`src/rtl/core/gbt_pkg.sv`:
```
// shared types and constants for the graph traversal block
package gbt_pkg;

    localparam int DEF_MAX_VERTICES     = 64;
    localparam int DEF_MAX_EDGE_ENTRIES = 256;
    localparam int VERT_W               = 6;
    localparam int CFG_W                = 7;
    localparam int STAT_W               = 2;
    localparam int MAX_RESULTS          = 64;
    localparam int RES_W                = 7;
    localparam logic [CFG_W-1:0] VCOUNT_RESET = 7'd64;

    typedef enum logic [1:0] {
        FUNC_ADD   = 2'd0,
        FUNC_BFS   = 2'd1,
        FUNC_DFS   = 2'd2,
        FUNC_CLEAR = 2'd3
    } func_t;

    typedef enum logic [STAT_W-1:0] {
        STAT_OK    = 2'd0,
        STAT_FULL  = 2'd1,
        STAT_RANGE = 2'd2
    } status_t;

    typedef enum logic [3:0] {
        ST_IDLE,
        ST_ADD_RA,
        ST_ADD_WA,
        ST_ADD_RB,
        ST_ADD_WB,
        ST_EMIT,
        ST_HEAD,
        ST_BFS_EDGE,
        ST_BFS_EDAT,
        ST_BFS_NEXT,
        ST_BFS_QDAT,
        ST_DFS_STEP,
        ST_DFS_POP,
        ST_DFS_EDAT,
        ST_FINISH
    } state_t;

    // request from the sequencer to the result stage
    typedef struct packed {
        logic              push;
        logic              finish;
        logic [VERT_W-1:0] vertex;
        status_t           status;
    } out_req_t;

endpackage

```
`src/rtl/core/gbt_out.sv`:
```
// result stage: one held-back result so the final one can be marked last
module gbt_out
    import gbt_pkg::*;
(
    input  logic              aclk,
    input  logic              aresetn,
    input  out_req_t          req,
    output logic              out_free,
    output logic              m_valid,
    input  logic              m_ready,
    output logic [VERT_W-1:0] m_vertex,
    output logic              m_last,
    output logic [STAT_W-1:0] m_status
);

    logic              pend_valid_reg;
    logic [VERT_W-1:0] pend_vertex_reg;
    status_t           pend_status_reg;
    logic              out_valid_reg;
    logic [VERT_W-1:0] out_vertex_reg;
    logic              out_last_reg;
    status_t           out_status_reg;
    logic              load;

    assign out_free = !out_valid_reg || m_ready;
    assign load     = (req.push && pend_valid_reg) || req.finish;

    always_ff @(posedge aclk) begin
        if (!aresetn) begin
            pend_valid_reg <= 1'b0;
            out_valid_reg  <= 1'b0;
        end else begin
            if (load) begin
                out_valid_reg <= 1'b1;
            end else if (m_ready) begin
                out_valid_reg <= 1'b0;
            end
            if (req.push) begin
                pend_valid_reg <= 1'b1;
            end else if (req.finish) begin
                pend_valid_reg <= 1'b0;
            end
        end
        if (load) begin
            out_vertex_reg <= pend_vertex_reg;
            out_status_reg <= pend_status_reg;
            out_last_reg   <= req.finish;
        end
        if (req.push) begin
            pend_vertex_reg <= req.vertex;
            pend_status_reg <= req.status;
        end
    end

    assign m_valid  = out_valid_reg;
    assign m_vertex = out_vertex_reg;
    assign m_last   = out_last_reg;
    assign m_status = out_status_reg;

endmodule

```
`config.mk`:
```
export PLATFORM = sky130hd
export DESIGN_NAME = gbt_out
export DESIGN_NICKNAME = d
export VERILOG_FILES = /design/src/rtl/core/gbt_pkg.sv /design/src/rtl/core/gbt_out.sv
export SDC_FILE = /design/constraint.sdc
export NUM_CORES = 1
export LEC_CHECK = 0
export BUFFER_PORTS_ARGS = -buffer_cell sky130_fd_sc_hd__buf_4
export CORE_MARGIN = 2
export CORE_UTILIZATION = 40
export DETAILED_ROUTE_END_ITERATION = 8
export GPL_ROUTABILITY_DRIVEN = 0
export PLACE_DENSITY = 0.68
export RECOVER_POWER = 25
export SYNTH_ARGS = -nofsm -noshare
export SYNTH_HDL_FRONTEND = slang
export SYNTH_SLANG_ARGS = --single-unit
```
`constraint.sdc`:
```
create_clock -name aclk -period 1.1 [get_ports aclk]
set_input_delay 0 -clock aclk [delete_from_list [all_inputs] [get_ports aclk]]
set_output_delay 0 -clock aclk [all_outputs]
set_load 0.01 [all_outputs]
```
## Word-level counts from Yosys, hierarchy flattened

Cells that the tools add are included.

| storage, ports and cells | value |
|---|---|
| bits in registers | 19 |
| output and inout bits | 11 |
| bits of input ports | 13 |
| word-level logic and storage cells | 17 |

| operators by class | value |
|---|---|
| muxes and demuxes | 4 |
| reduce and logical (&&, ||, !) cells | 6 |

Operators by type and width:

| kind | number |
|---|---|
| two-way mux 1 bit | 4 |
| nonzero test 2 bit | 2 |
| logical OR 1 bit | 2 |
| logical AND 1 bit | 1 |
| zero test 1 bit | 1 |

## Depth between registers and ports, before layout

| logic depth | value |
|---|---|
| depth in word-level cells | 3 |
| mapped depth | 2 |
| mapped depth without buffers | 2 |

## Worst setup path after synthesis

Ideal clock, no wire load.

| path | value |
|---|---|
| kind | register to register |
| start point | reg pend_valid_reg |
| end point | reg out_last_reg, in the netlist m_last, enable pin |
| period minus slack after synthesis | 0.912 ns |
| slack | 0.188 ns |
| arrival time | 0.583 ns |
| stages on the path, launching flop included | 3 |
| buffers on the path | 0 |
| library setup time | 0.329 ns |
| cells stage by stage | dfxtp_1 > a21oi_1 > inv_1 |

| between the ends | value |
|---|---|
| cells in the longest elaborated chain, start to end | 2 |

Ends and longest elaborated chain:

| what | RTL line | source |
|---|---|---|
| from (decl) | gbt_out.sv:16 | `logic pend_valid_reg;` |
| from (signal assigned) | gbt_out.sv:30 | `pend_valid_reg <= 1'b0;` |
| from (signal assigned) | gbt_out.sv:39 | `pend_valid_reg <= 1'b1;` |
| from (signal assigned) | gbt_out.sv:41 | `pend_valid_reg <= 1'b0;` |
| logical AND 1 bit | gbt_out.sv:26 | `assign load = (req.push && pend_valid_reg) \|\| req.finish;` |
| logical OR 1 bit | gbt_out.sv:26 |  |
| named net load | gbt_out.sv:23 | `logic load;` |
| to (signal assigned) | gbt_out.sv:47 | `out_last_reg <= req.finish;` |
| to (decl) | gbt_out.sv:21 | `logic out_last_reg;` |

The timed path passes the listed nets, and every way through them passes these cells.
A chain may end at the register's enable or synchronous reset.

## Worst setup path in the final report

| path | value |
|---|---|
| start point | in req[8] (netlist name) |
| end point | reg out_vertex_reg[4], in the netlist m_vertex[4], enable pin |

| between the ends | value |
|---|---|
| cells in the longest elaborated chain, start to end | 1 |

Ends and longest elaborated chain:

| what | RTL line | source |
|---|---|---|
| from (decl) | gbt_out.sv:7 | `input out_req_t req,` |
| logical OR 1 bit | gbt_out.sv:26 |  |
| named net load | gbt_out.sv:23 |  |
| to (signal assigned) | gbt_out.sv:45 | `out_vertex_reg <= pend_vertex_reg;` |
| to (decl) | gbt_out.sv:20 | `logic [VERT_W-1:0] out_vertex_reg;` |

The timed path passes the listed nets, and every way through them passes these cells.

==> flow_metrics.tcl <==
set metrics [dict create \
    cts_buffer_depth 2 \
    timing.final.crit_share 0.9263 \
    die_w_um 42.67 \
    hold_ws_ns 0.04737 \
    reg2reg_from "pend_valid_reg" \
    clk_pin_slew_ns 0.09 \
    seq_power_share 0.643 \
    die_h_um 42.67 \
    drt-initial-drc-count 5 \
    clkPwrFrac 0.242 \
    synth_top_family_by_area "compound AO/OA/AOI/OAI gates" \
    start_util 0.4430 \
    ant_nets 0 \
    worstPathArrival_ns 1.05 \
    yosys.area_share.simple 0.03347 \
    fin_nets 79 \
    cts_buffers 3 \
    grt_pass1_vias 377 \
    wire_per_inst_um 13.10 \
    synthCells 25 \
    critPathLaunchType "primary input" \
    path_class "primary input to register" \
    grt_pass1_wl_um 1718 \
    peakVddDrop_mv 0.9583 \
    power.switching_uw 261.6 \
    ys_seq_elements 19 \
    place_inst 63 \
    power.leakage_nw 0.3793 \
    synthTopCellsByCount "17 x edfxtp_1, 2 x dfxtp_1" \
    cp_data_required_time_ns 1.13 \
    synth.distinct_cells 8 \
    cp-startpoint "req[8]" \
    num_io_pins 24 \
    synth_fa_ha_area_frac 0 \
    globalRouteOverflowTotal 0 \
    power.internal_mw 1.088 \
    avgSynthCellArea_um2 23.92 \
    layout-drive-gt1-share 0.4308 \
    synth_compound_area_frac 0.03975 \
    grt_max_degree 11 \
    clock_tree.root_cell "clkbuf_4" \
    die-area_um2 1820 \
    synth_xor_area_frac 0 \
    io_buffers 23 \
    htreeDepth 1 \
    cap_violations 0 \
    synthMuxAreaShare 0 \
    post-synth-top-count-cell "edfxtp_1" \
    tightestPinTransition_ns 0.3552 \
    ys_seq_area_frac 0.9205 \
    synth.area.top_cells "edfxtp_1 85%, dfxtp_1 6.7%, nand2b_4 2.3%" \
    setup_viol 0 \
    finalHoldViolations 0 \
    crit_fanout 9 \
    antenna_found_initial 0 \
    end_kind "register" \
    drtPass1Iterations 4 \
    area.growth.synth_to_final_pct 57.53 \
    crit_end "m_vertex[4]" \
    holdCritStartpoint "req[9]" \
    synth_ff_type "edfxtp_1" \
    cellPowerDensity_nw_per_um2 1432 \
    dp_slack_ns 0.09703 \
    stdcell_count 80 \
    p_total_mw 1.349 \
    synthesis.area_um2 598.1 \
    track_usage 0.1367 \
    yosysTopAreaCellShare 0.8536 \
    postSynthNetCount 38 \
    core_area_um2 1350 \
    avgViaCountPerCell 4.463 \
    diodes 0 \
    synth_edf_count 17 \
    reg2reg_to "m_vertex[4]" \
    rr_worst_depth 2 \
    maxSlewHeadroom 0.7624 \
    pwr-share-comb 0.115 \
    synth_top_area_cell "edfxtp_1" \
    async_flop_share 0 \
    clkSinkCount 19 \
    status "finished, final reports clean" \
    rsz0062_at_grt "false" \
    cts_tree "built" \
    clk_latency_ns 0.28 \
    setup_ws_ns 0.08103 \
    vias 357 \
    fin_skew_ns 0.0004980 \
    num_rows 13 \
    period_needed_ns 1.019 \
    rrSetupSlack_ns 0.14 \
    fmax_ghz 0.9814 \
    routed_wl_um 1048 \
    yosysWarningCount 0 \
    fin_setup_tns_ns 0 \
    drc 0 \
    maxSlewViolCount 0 \
    postCtsSetupBuffers 0 \
    netSwitchingFraction 0.1939 \
    hold_path_class "primary input to register" \
]
==> kinds of logic (layout without fill, tap and decap cells) <==
group                  after synthesis  count (layout)
AND/OR/NAND/NOR                      2               2
AO/OA/AOI/OAI                        3               3
flip-flops                          19              19
buffers and inverters                1              41
==> metal layers <==
layer / GRT usage / routed length [µm] / up-vias
li1: - / - / 174
met1: 0.1429 / 373 / 168
met2: 0.2515 / 622 / 13
met3: 0.02553 / 47 / 2
met4: 0.07500 / 5 / 0
met5: 0 / 0 / -
==> worst min-delay path by stage <==
stage	end	slack (ns)	cells after the start
2_1_floorplan	m_last	0.1	0
3_3_place_gp	pend_vertex_reg[3]	0.18	1
3_5_place_dp	pend_vertex_reg[4]	0.18	1
4_1_cts	m_valid	0.03	3
5_1_grt	m_valid	0.07	3
6_report	m_valid	0.05	3
==> cells in the final DEF, fill, tap and decap left out, drive strengths merged <==
cell         netlist  layout
edfxtp            17      17
buf                0      14
dlygate4sd3        0      13
clkbuf             0      13
dfxtp              2       2
a21oi              1       1
inv                1       1
nand2b             1       1
nor2b              1       1
o21a               1       1
a21boi             1       1
==> final cells by class <==
class                           count  area (µm²)
Sequential cell                    19       550.5
Fill cell                          94       407.9
Timing Repair Buffer               36       299.0
Multi-Input combinational cell      5       43.79
Clock buffer                        4       26.28
Tap cell                           15       18.77
Inverter                            1       3.754
==> critical path, stage by stage <==
cell and delay, ns:
dlygate4sd3_1 0.53, clkbuf_1 0.12, a21oi_1 0.23, inv_2 0.16
==> power groups by stage <==
stage	clock, mW	sequential, mW	combinational (mW)
6_report	0.327	0.868	0.155
5_1_grt	0.372	0.874	0.167
4_1_cts	0.340	0.869	0.159
3_5_place_dp	0	0.885	0.122
3_3_place_gp	0	0.879	0.119
2_1_floorplan	0	0.896	0.0191
==> stage by stage <==
step	cell area, µm²	util
floorplan	598.1	-
global placement	789.5	0.5848
detailed placement	789.5	0.5848
CTS	945.9	0.7006
global route	942.2	0.6979
finish	942.2	0.6979
==> repair_timing <==
| item | in CTS | in global routing |
|---|---|---|
| endpoints found under the hold margin | 19 | 0 |
| gates resized for setup | 0 | 1 |
| endpoints found under the setup margin | 0 | 9 |
| hold buffers | 13 | 0 |
No activity file was read; power rests on OpenSTA's default activity.
